`config.mk`:
```
export PLATFORM = sky130hd
export DESIGN_NAME = segsum_ram
export DESIGN_NICKNAME = d
export VERILOG_FILES = /design/src/hw/rtl/segsum_ram.sv
export SDC_FILE = /design/constraint.sdc
export NUM_CORES = 1
export LEC_CHECK = 0
export ABC_AREA = 1
export BUFFER_PORTS_ARGS = -buffer_cell sky130_fd_sc_hd__clkbuf_2
export CAP_MARGIN = 10
export CORE_UTILIZATION = 24
export CTS_BUF_LIST = sky130_fd_sc_hd__clkbuf_4
export DETAILED_ROUTE_END_ITERATION = 8
export PLACE_DENSITY = 0.45
export SLEW_MARGIN = 0
export SYNTH_ARGS = -nofsm -noshare
export SYNTH_HDL_FRONTEND = slang
export SYNTH_SLANG_ARGS = --single-unit
```
`constraint.sdc`:
```
create_clock -name clk -period 1.1 [get_ports clk]
set_input_delay 0.22 -clock clk [delete_from_list [all_inputs] [get_ports clk]]
set_output_delay 0.22 -clock clk [all_outputs]
set_load 0.005 [all_outputs]
```
`src/hw/rtl/segsum_ram.sv`:
```
// Generic simple dual-port RAM: one write port, one read port with registered read data.
// No dependencies.
`default_nettype none

module segsum_ram #(
  parameter int WIDTH = 8,
  parameter int DEPTH = 16,
  parameter int AW    = $clog2(DEPTH)
) (
  input  wire logic             clk,
  input  wire logic             we,
  input  wire logic [AW-1:0]    waddr,
  input  wire logic [WIDTH-1:0] wdata,
  input  wire logic             re,
  input  wire logic [AW-1:0]    raddr,
  output logic      [WIDTH-1:0] rdata
);

  logic [WIDTH-1:0] mem [DEPTH];

  // Write port
  always_ff @(posedge clk) begin
    if (we) begin
      mem[waddr] <= wdata;
    end
  end

  // Registered read port
  always_ff @(posedge clk) begin
    if (re) begin
      rdata <= mem[raddr];
    end
  end

endmodule

`default_nettype wire

```
### Yosys cells after proc, flatten, opt, wreduce, memory -nomap -nowiden

Memory sizes are Yosys's and may differ from the RTL's. A register that Yosys moved wholly into a read port is not among the register bits.
Cells that the tools add are included.

| storage, ports and cells | value |
|---|---|
| RAM bits | 128 |
| flip-flop bits (word level) | 0 |
| memories kept | 1 |
| bits of input ports | 19 |

Memory list:

| name | depth | width | rd ports | clocked after Yosys merged registers in | write ports | line | source |
|---|---|---|---|---|---|---|---|
| mem | 16 | 8 | 1 | 1 | 1 | 19 | `logic [WIDTH-1:0] mem [DEPTH];` |

| cells by class | value |
|---|---|
| multiplexer cells | 2 |

Operators by type and width:

| kind | number |
|---|---|
| 2-to-1 mux 1 bit | 2 |

### Longest topological paths before layout

Gate-level depths: netlist of run 1.

| logic depth | value |
|---|---|
| depth in word-level cells | 2 |
| gate-level depth with buffers | 8 |
| gate-level depth less buffers | 7 |

### Worst setup path before layout of run 1

No wires, ideal clock.

| timing path | value |
|---|---|
| path type | input-to-reg |
| start | in waddr[3] |
| end | mem mem[4][0] (enable) |
| path slack | -0.071 ns |
| path buffers | 0 |
| library setup time | 0.370 ns |
| cell stages on the path | 2 |
| arrival time | 0.801 ns |
| path through | nand3b_1 > nor2_1 |

RTL lines:

| item | line | source |
|---|---|---|
| from (decl) | 12 | `input wire logic [AW-1:0] waddr,` |
| to (decl) | 19 |  |

No word-level cell before the write port.

### Worst setup path after layout of run 1

| timing path | value |
|---|---|
| start | reg rdata[4] (read register of mem) |
| end | out rdata[4] |

RTL lines:

| item | line | source |
|---|---|---|
| from (decl) | 16 | `output logic [WIDTH-1:0] rdata` |

No word-level cell between the ends.

==> metrics.yaml, run 1 <==
logic_synthesis:
  yosys_warnings: 0
  yosysUniqueCellTypes: 11
  synthCells: 551
  ys_seq_area_share_pct: 69.8
  ys_ff_latch: 136
  syn_nets: 570
  syn_avg_cell_area_sq_um: 10.6
  syn_area_sq_um: 5850
clock_tree:
  cts_buffers: 17
  cts.sinks: 136
  clk_latency_ns: 0.54
  cts_setup_buffers: 0
  root_buffer: "clkbuf_4"
  clk_pin_slew_ns: 0.12
  cts_tree: "yes"
  ctsLongestPathBuffers: 2
  cts-hold-fix-buffers: 0
  cts-htree-levels: 4
timing:
  slew_headroom_pct: 60.4
  max_freq_mhz: 725
  fin_crit_sh_pct: 125
  rsz0062_at_grt: "yes"
  setup_tns_ns: -1.52
  post-route-min-period_ns: 1.38
  hold_viol: 0
  skew_ns: 0.0191
  setup_viol: 8
  tightest_slew_ns: 0.593
  maxSlewViolCount: 0
  worst_slack_ns: -0.279
floorplanning:
  num_rows: 56
  io_pins: 27
  chipWidth_um: 158
  die_area_sq_um: 25000
  start_util_pct: 24.7
  floorplan.core_area_sq_um: 23700
  die-height_um: 158
route:
  wl_per_cell_um: 15.8
  ant_nets: 0
  drt_iter0_markers: 310
  viasPerCell: 4.09
  drt_pass1_iterations: 4
  routed_wl_mm: 14.8
  drc: 0
  vias: 3828
run_status:
  status: "finished with violations"
  violations: "setup timing"
worst_setup_path:
  crit_path_max_fanout: 1
  cp_cell_sequence: "clkbuf_2"
  r2r_end: "rdata[2]$_DFFE_PP_"
  cp.required_ns: 0.88
  cp_num_cells: 1
  critical_path_class: "reg2out"
  cp_top_family: "flip-flops"
  start_kind: "flip-flop"
  r2r_cells: 6
  r2r-start: "mem[1][2]$_DFFE_PP_"
  path_buf_inv: 1
  endpoint_kind: "output port"
  cp.arrival_ns: 1.16
  r2r_setup_slack_ns: 0.02
  crit_slowest_cell: "edfxtp_1"
  slowest_delay_ns: 0.47
global_routing:
  grt_pass1_wl_mm: 22.3
  grt_pass1_vias: 3769
  grt_max_degree: 44
  antenna_found_initial: 1
  grt-ovfl-total: 0
  grt_usage_pct: 12.6
placed_design:
  dpl.cell_count: 904
  io_buffers: 26
  postPlaceCellArea_sq_um: 6560
  dp_hpwl_mm: 9.51
  gp_congestion: 0.768
hold_path:
  hold_path_depth: 1
  hold_path_end: "rdata[5]$_DFFE_PP_"
  hold_class: "in2reg"
  hold_start: "re"
power_and_ir_drop:
  p_leak_nw: 3.02
  powerDensity_nw_per_um2: 1440
  vdd_drop_max_uv: 560
final_layout:
  postLayoutCoreUtil_pct: 30.4
  nets: 623
  final_area_sq_um: 7210
  drive_gt1_share_pct: 25.8
  layout_common_cells: "nand2_1 (160), edfxtp_1 (136), inv_1 (100), nand3_2 (46), nand3_1 (45)"
  final_cells: 936
  syn2layout_area_growth_pct: 23.3
  antenna_cells: 0
  final_common_cell: "nand2_1"
job:
  drv_cap: 0
==> layout make-up <==
cell class / count / area (sq um)
Clock inverter: 12 / 156
Fill cell: 2496 / 16500
Timing Repair Buffer: 58 / 470
Tap cell: 319 / 399
Inverter: 102 / 383
Sequential cell: 136 / 4080
Clock buffer: 20 / 150
Multi-Input combinational cell: 289 / 1560
==> kinds of logic after synthesis <==
kind of cell	synth area share (%)
simple gates	20.8
flops	69.8
buf+inv	9.39
==> through the flow <==
| step | power (W) | hold WS, ns | worst slack [ns] |
|---|---|---|---|
| final | 0.0103 | 0.0878 | -0.279 |
| after global routing | 0.0108 | 0.0444 | -0.335 |
| after CTS | 0.0104 | 0.0439 | -0.317 |
| after detailed placement | 0.00679 | 0.624 | -0.406 |
| after global placement | 0.00678 | 0.628 | -0.383 |
| after floorplan | 0.00639 | 0.319 | -0.0708 |
==> synthesized netlist by cell type <==
master	count	area (sq um)
edfxtp_1	136	4080
inv_2	2	7.51
buf_2	13	65.1
nor2_1	17	63.8
buf_6	6	67.6
buf_1	1	3.75
nand3b_1	2	15.0
inv_1	100	375
nand3_1	97	485
buf_4	4	30.0
nand2_1	173	649
==> worst max path at each step <==
stage                       startpoint                   end  slack [ns]
floorplan                     waddr[2]  mem[11][0]$_DFFE_PP_       -0.07
global placement              raddr[0]    rdata[7]$_DFFE_PP_       -0.38
detailed placement            raddr[0]    rdata[3]$_DFFE_PP_       -0.41
CTS                 rdata[4]$_DFFE_PP_              rdata[4]       -0.32
global route        rdata[4]$_DFFE_PP_              rdata[4]       -0.34
finish              rdata[4]$_DFFE_PP_              rdata[4]       -0.28
==> sequential cells by signal (all words and copies together), names as in the netlist <==
register	cells
mem	128
rdata	8
==> metal layers <==
| metal | vias to the layer above | share of wire, % | track usage (%) |
|---|---|---|---|
| li1 | 1889 | - | - |
| met1 | 1874 | 47 | 17.1 |
| met2 | 58 | 48 | 20.1 |
| met3 | 7 | 4.2 | 3.45 |
| met4 | 0 | 0.66 | 2.66 |
| met5 | - | 0 | 0 |
==> report_power, final <==
| group | leakage [nW] | internal [W] | switching, W | total (W) |
|---|---|---|---|---|
| logic | 1.61 | 0.000298 | 0.000605 | 0.000903 |
| clock network | 0.173 | 0.00184 | 0.00175 | 0.00358 |
| registers | 1.24 | 0.00583 | 0.0000337 | 0.00586 |
==> what timing repair did <==
item,4_1_cts,5_1_grt
gates cloned,0,0
endpoints found under the setup margin,16,16
resized for setup,36,35
pin swaps,15,34
Power figures use the tool's default switching activity.
==> run 2, diff against run 1 <==
--- a/config.mk
+++ b/config.mk
@@ -11,7 +11,7 @@
 export CORE_UTILIZATION = 24
 export CTS_BUF_LIST = sky130_fd_sc_hd__clkbuf_4
 export DETAILED_ROUTE_END_ITERATION = 8
-export PLACE_DENSITY = 0.45
+export PLACE_DENSITY = 0.44
 export SLEW_MARGIN = 0
 export SYNTH_ARGS = -nofsm -noshare
 export SYNTH_HDL_FRONTEND = slang
==> constraint.sdc (replaced) <==
create_clock -name clk -period 1.5 [get_ports clk]
set_input_delay 0.3 -clock clk [delete_from_list [all_inputs] [get_ports clk]]
set_output_delay 0.3 -clock clk [all_outputs]
set_load 0.005 [all_outputs]
==> run 2 against run 1 <==
- the run now ends clean
- flip-flop and latch count unchanged
- clock-buffer cell count decreased by 2
- first-iteration DRC count decreased by 14%
- utilization decreased by 1.7 points
- clock power decreased by 22%
- die area unchanged
- combinational power decreased by 41%
- critical endpoint is now rdata[1]
- largest cell class unchanged
- largest power group unchanged
==> metrics.yaml, run 2 (same netlist as run 1, synthesis figures left out) <==
power_and_ir_drop:
  vdd_drop_max_uv: 508  # -9.2%
  p_leak_nw: 2.87  # -5.0%
  powerDensity_nw_per_um2: 1130  # -22%
worst_setup_path:
  cp.arrival_ns: 1.12  # -0.04 ns
  crit_path_max_fanout: 1  # unchanged
  slowest_delay_ns: 0.46  # about the same
  cp.required_ns: 1.20  # +0.32 ns
  r2r-start: "mem[13][7]$_DFFE_PP_"
  endpoint_kind: "output port"
  r2r_setup_slack_ns: 0.33  # +0.31 ns
  cp_cell_sequence: "clkbuf_2"
  r2r_end: "rdata[7]$_DFFE_PP_"
  r2r_cells: 6  # unchanged
  cp_top_family: "flip-flops"
  critical_path_class: "reg2out"
  crit_slowest_cell: "edfxtp_1"
  start_kind: "flip-flop"
  path_buf_inv: 1  # unchanged
timing:
  hold_viol: 0  # unchanged
  setup_viol: 0  # -8
  slew_headroom_pct: 54.5  # -5.9 points
  rsz0062_at_grt: "yes"
  skew_ns: 0.0181  # -0.000935 ns
  post-route-min-period_ns: 1.42
  max_freq_mhz: 706
  tightest_slew_ns: 0.681  # +0.0877 ns
  maxSlewViolCount: 0  # unchanged
  fin_crit_sh_pct: 94.4
final_layout:
  nets: 617  # -0.96%
  top_regs: "mem (128), rdata (8)"
  layout_common_cells: "nand2_1 (173), edfxtp_1 (136), inv_1 (100), nand3_1 (97), clkbuf_2 (26)"
  drive_gt1_share_pct: 13.8  # -12 points
  final_common_cell: "nand2_1"
  final_cells: 930  # -0.64%
  fillers: 2519  # +0.92%
  regMostFlops: "mem"
  syn2layout_area_growth_pct: 16.2
  seq_area_sq_um: 4080  # unchanged
  multi_input_area_sq_um: 1210  # -22%
  final_area_sq_um: 6800  # -5.7%
  largest_reg_flops: 128  # unchanged
floorplanning:
  chipWidth_um: 158  # unchanged
  start_util_pct: 24.7  # unchanged
  io_pins: 27  # unchanged
  floorplan.core_area_sq_um: 23700  # unchanged
  die-height_um: 158  # unchanged
  die_area_sq_um: 25000  # unchanged
  num_rows: 56  # unchanged
clock_tree:
  root_buffer: "clkbuf_4"
  cts-resized-gates: 0  # -100%
  cts_setup_buffers: 0  # unchanged
  clk_latency_ns: 0.53  # about the same
  cts_tree: "yes"
  cts_buffers: 17  # unchanged
  cts-hold-fix-buffers: 0  # unchanged
  clk_pin_slew_ns: 0.11  # about the same
  cts.sinks: 136  # unchanged
  ctsLongestPathBuffers: 2  # unchanged
  cts-htree-levels: 4  # unchanged
route:
  drt_iter0_markers: 268  # -14%
  drt_pass1_iterations: 4  # unchanged
  wl_per_cell_um: 15.6  # -1.1%
  ant_nets: 0  # unchanged
  viasPerCell: 4.00  # -2.3%
  vias: 3717  # -2.9%
  drc: 0  # unchanged
  routed_wl_mm: 14.5  # -1.8%
hold_path:
  hold_path_end: "rdata[1]$_DFFE_PP_"
  hold_start: "re"
  hold_path_depth: 1  # unchanged
  hold_class: "in2reg"
placed_design:
  dp_hpwl_mm: 9.24  # -2.8%
  dpl.cell_count: 898  # -0.66%
  io_buffers: 26  # unchanged
  gp_congestion: 0.774  # +0.85%
  postPlaceCellArea_sq_um: 6450  # -1.6%
global_routing:
  grt_pass1_vias: 3611  # -4.2%
  antenna_found_initial: 1  # unchanged
  grt_usage_pct: 12.5  # -0.13 points
  grt_pass1_wl_mm: 22.2  # -0.34%
  grt_max_degree: 44  # unchanged
  grt-ovfl-total: 0  # unchanged
job:
  drv_cap: 0  # unchanged
run_status:
  status: "finished clean"
## run 2: changes by cell type in the layout (fill, tap and decap cells not counted), sizes merged
cell,change
diode,+1
inv,+1
buf,-6
bufinv,+1
clkinvlp,+1
clkinv,-2
clkbuf,-2
## run 2: how the worst max path moves through the flow
stage | start | to | slack [ns] | cells after the start
final | rdata[1]$_DFFE_PP_ | rdata[1] | 0.08 | 1
after global routing | rdata[1]$_DFFE_PP_ | rdata[1] | -0.01 | 1
after CTS | rdata[1]$_DFFE_PP_ | rdata[1] | 0.02 | 1
after detailed placement | raddr[1] | rdata[4]$_DFFE_PP_ | -0.06 | 6
after global placement | raddr[1] | rdata[2]$_DFFE_PP_ | -0.05 | 7
after floorplan | waddr[2] | mem[10][0]$_DFFE_PP_ | 0.25 | 2
## run 2: layout make-up
| type | instances | share of cell area, % |
|---|---|---|
| diodes | 1 | 0.0368 |
| clock buffers | 18 | 1.99 |
| clock inverters | 13 | 2.98 |
| inverters | 102 | 5.63 |
| multi-input cells | 289 | 17.9 |
| flip-flops and latches | 136 | 60.1 |
| well taps | 319 | 5.87 |
| repair buffers | 52 | 5.52 |
## run 2: per-layer routing
layer  vias up  part of all wire (%)  GRT usage [%]
li1       1873                     -              -
met1      1765                    49           17.3
met2        72                    46           19.4
met3         7                   3.8           2.63
met4         0                  0.87           3.98
met5         -                     0              0
## run 2: power breakdown
part           internal, W  leakage [nW]  switching, W
sequential         0.00428          1.24     0.0000294
combinational     0.000166          1.45      0.000370
clock              0.00150         0.180       0.00131
total              0.00594          2.87       0.00171
## run 2: through the flow
step                setup TNS [ns]  power, W  hold slack [ns]  setup slack, ns  util [%]
floorplan                        0   0.00468            0.399            0.249         -
global placement            -0.203   0.00494            0.737          -0.0532      27.3
detailed placement          -0.234   0.00494            0.751          -0.0641      27.3
CTS                              0   0.00773            0.187           0.0169      28.7
global route               -0.0121   0.00795            0.184          -0.0121      28.7
finish                           0   0.00765            0.219           0.0845      28.7
==> run 3, diff against run 2 <==
--- a/config.mk
+++ b/config.mk
@@ -8,6 +8,7 @@
 export ABC_AREA = 1
 export BUFFER_PORTS_ARGS = -buffer_cell sky130_fd_sc_hd__clkbuf_2
 export CAP_MARGIN = 10
+export CORE_MARGIN = 2
 export CORE_UTILIZATION = 24
 export CTS_BUF_LIST = sky130_fd_sc_hd__clkbuf_4
 export DETAILED_ROUTE_END_ITERATION = 8
==> run 3 against run 2 <==
- critical path depth unchanged
- non-clock buffer count down 2
- routed wire length up 0.67%
- sequential share of layout area up 0.65 points
- critical path type unchanged
- critical endpoint is now rdata[6]
==> metrics.yaml, run 3 (same netlist as run 1, synthesis figures left out) <==
clock_tree:
  cts_buffers: 17  # unchanged
  cts_tree: "yes"
  cts-hold-fix-buffers: 0  # unchanged
  cts_setup_buffers: 0  # unchanged
  root_buffer: "clkbuf_4"
  clk_pin_slew_ns: 0.13  # +0.02 ns
  cts-htree-levels: 4  # unchanged
  ctsLongestPathBuffers: 2  # unchanged
  cts-resized-gates: 0  # unchanged
  cts.sinks: 136  # unchanged
  clk_latency_ns: 0.54  # about the same
power_and_ir_drop:
  finalPower_w: 0.00709  # -7.3%
  powerDensity_nw_per_um2: 1050  # -6.3%
  vdd_drop_max_uv: 384  # -24%
  p_leak_nw: 2.81  # -1.9%
timing:
  fin_crit_sh_pct: 94.5  # +0.18 points
  hold_viol: 0  # unchanged
  tightest_slew_ns: 0.624  # -0.0567 ns
  setup_tns_ns: 0  # unchanged
  skew_ns: 0.0207  # +0.00261 ns
  post-route-min-period_ns: 1.42  # +0.00265 ns
  max_freq_mhz: 705  # -0.19%
  maxSlewViolCount: 0  # unchanged
  slew_headroom_pct: 58.3  # +3.8 points
  rsz0062_at_grt: "no"
  setup_viol: 0  # unchanged
floorplanning:
  chipWidth_um: 160  # +1.3%
  start_util_pct: 24.3  # -0.43 points
  floorplan.core_area_sq_um: 24100  # +1.8%
  num_rows: 57  # +1.8%
  die_area_sq_um: 25600  # +2.5%
  die-height_um: 160  # +1.3%
  io_pins: 27  # unchanged
hold_path:
  hold_path_depth: 1  # unchanged
  hold_start: "re"
  hold_path_end: "rdata[4]$_DFFE_PP_"
  hold_class: "in2reg"
job:
  drv_cap: 0  # unchanged
worst_setup_path:
  cp_num_cells: 1  # unchanged
  slowest_delay_ns: 0.44  # -0.02 ns
  endpoint_kind: "output port"
  critical_path_class: "reg2out"
  cp_top_family: "flip-flops"
  cp_cell_sequence: "clkbuf_2"
  r2r-start: "mem[11][2]$_DFFE_PP_"
  r2r_cells: 6  # unchanged
  crit_slowest_cell: "edfxtp_1"
  cp.required_ns: 1.20  # about the same
  r2r_end: "rdata[2]$_DFFE_PP_"
  crit_path_max_fanout: 1  # unchanged
  r2r_setup_slack_ns: 0.32  # about the same
  cp.arrival_ns: 1.12  # about the same
  path_buf_inv: 1  # unchanged
  start_kind: "flip-flop"
global_routing:
  antenna_found_initial: 1  # unchanged
  grt_max_degree: 65  # +48%
  grt_pass1_wl_mm: 22.8  # +2.5%
  grt_pass1_vias: 3754  # +4.0%
  grt-ovfl-total: 0  # unchanged
  grt_usage_pct: 11.9  # -0.61 points
final_layout:
  drive_gt1_share_pct: 13.8  # +0.023 points
  nets: 615  # -0.32%
  seq_area_sq_um: 4080  # unchanged
  multi_input_area_sq_um: 1210  # unchanged
  largest_reg_flops: 128  # unchanged
  final_cells: 934  # +0.43%
  final_common_cell: "nand2_1"
  regMostFlops: "mem"
  postLayoutCoreUtil_pct: 27.9  # -0.80 points
  layout_common_cells: "nand2_1 (173), edfxtp_1 (136), inv_1 (100), nand3_1 (97), clkbuf_2 (26)"
  fillers: 2589  # +2.8%
  syn2layout_area_growth_pct: 15.0
  top_regs: "mem (128), rdata (8)"
placed_design:
  gp_congestion: 0.759  # -1.9%
  io_buffers: 26  # unchanged
  dp_hpwl_mm: 9.39  # +1.6%
  dpl.cell_count: 901  # +0.33%
route:
  drc: 0  # unchanged
  vias: 3797  # +2.2%
  drt_iter0_markers: 299  # +12%
  viasPerCell: 4.07  # +1.7%
  wl_per_cell_um: 15.7  # +0.24%
  ant_nets: 0  # unchanged
  routed_wl_mm: 14.6  # +0.67%
  drt_pass1_iterations: 4  # unchanged
run_status:
  status: "finished clean"
run 3: per-stage QoR:
| stage | hold slack (ns) | worst slack [ns] | cell area (sq um) |
|---|---|---|---|
| after floorplan | 0.399 | 0.249 | 5850 |
| after global placement | 0.733 | -0.0842 | 6460 |
| after global routing | 0.180 | 0.00832 | 6720 |
| after CTS | 0.166 | 0.0242 | 6720 |
| final | 0.212 | 0.0819 | 6720 |
| after detailed placement | 0.742 | -0.0845 | 6460 |
run 3: cell type report:
cell class	count	share of cell area (%)
multi-input cells	289	18.1
diodes	1	0.0372
inverters	102	5.70
clock buffers	18	2.01
flip-flops and latches	136	60.7
repair buffers	50	5.55
well taps	324	6.03
clock inverters	14	1.88
run 3: report_power, final:
group	total, W	switching (W)	internal (W)
registers	0.00431	0.0000300	0.00428
logic	0.000544	0.000378	0.000166
clock network	0.00224	0.00140	0.000844
total	0.00709	0.00180	0.00529
run 3: per-layer routing:
layer | GRT usage [%] | share of wire (%) | vias up
met5 | 0 | 0 | -
met4 | 3.77 | 1.1 | 0
met3 | 2.29 | 4.3 | 11
met2 | 18.6 | 47 | 83
met1 | 16.6 | 48 | 1833
li1 | - | - | 1870
run 3: worst max path at each step:
stage	endpoint	from	slack, ns
final	rdata[6]	rdata[6]$_DFFE_PP_	0.08
after global routing	rdata[5]	rdata[5]$_DFFE_PP_	0.008
after CTS	rdata[1]	rdata[1]$_DFFE_PP_	0.02
after detailed placement	rdata[4]$_DFFE_PP_	raddr[0]	-0.08
after floorplan	mem[10][0]$_DFFE_PP_	waddr[2]	0.25
after global placement	rdata[4]$_DFFE_PP_	raddr[0]	-0.08
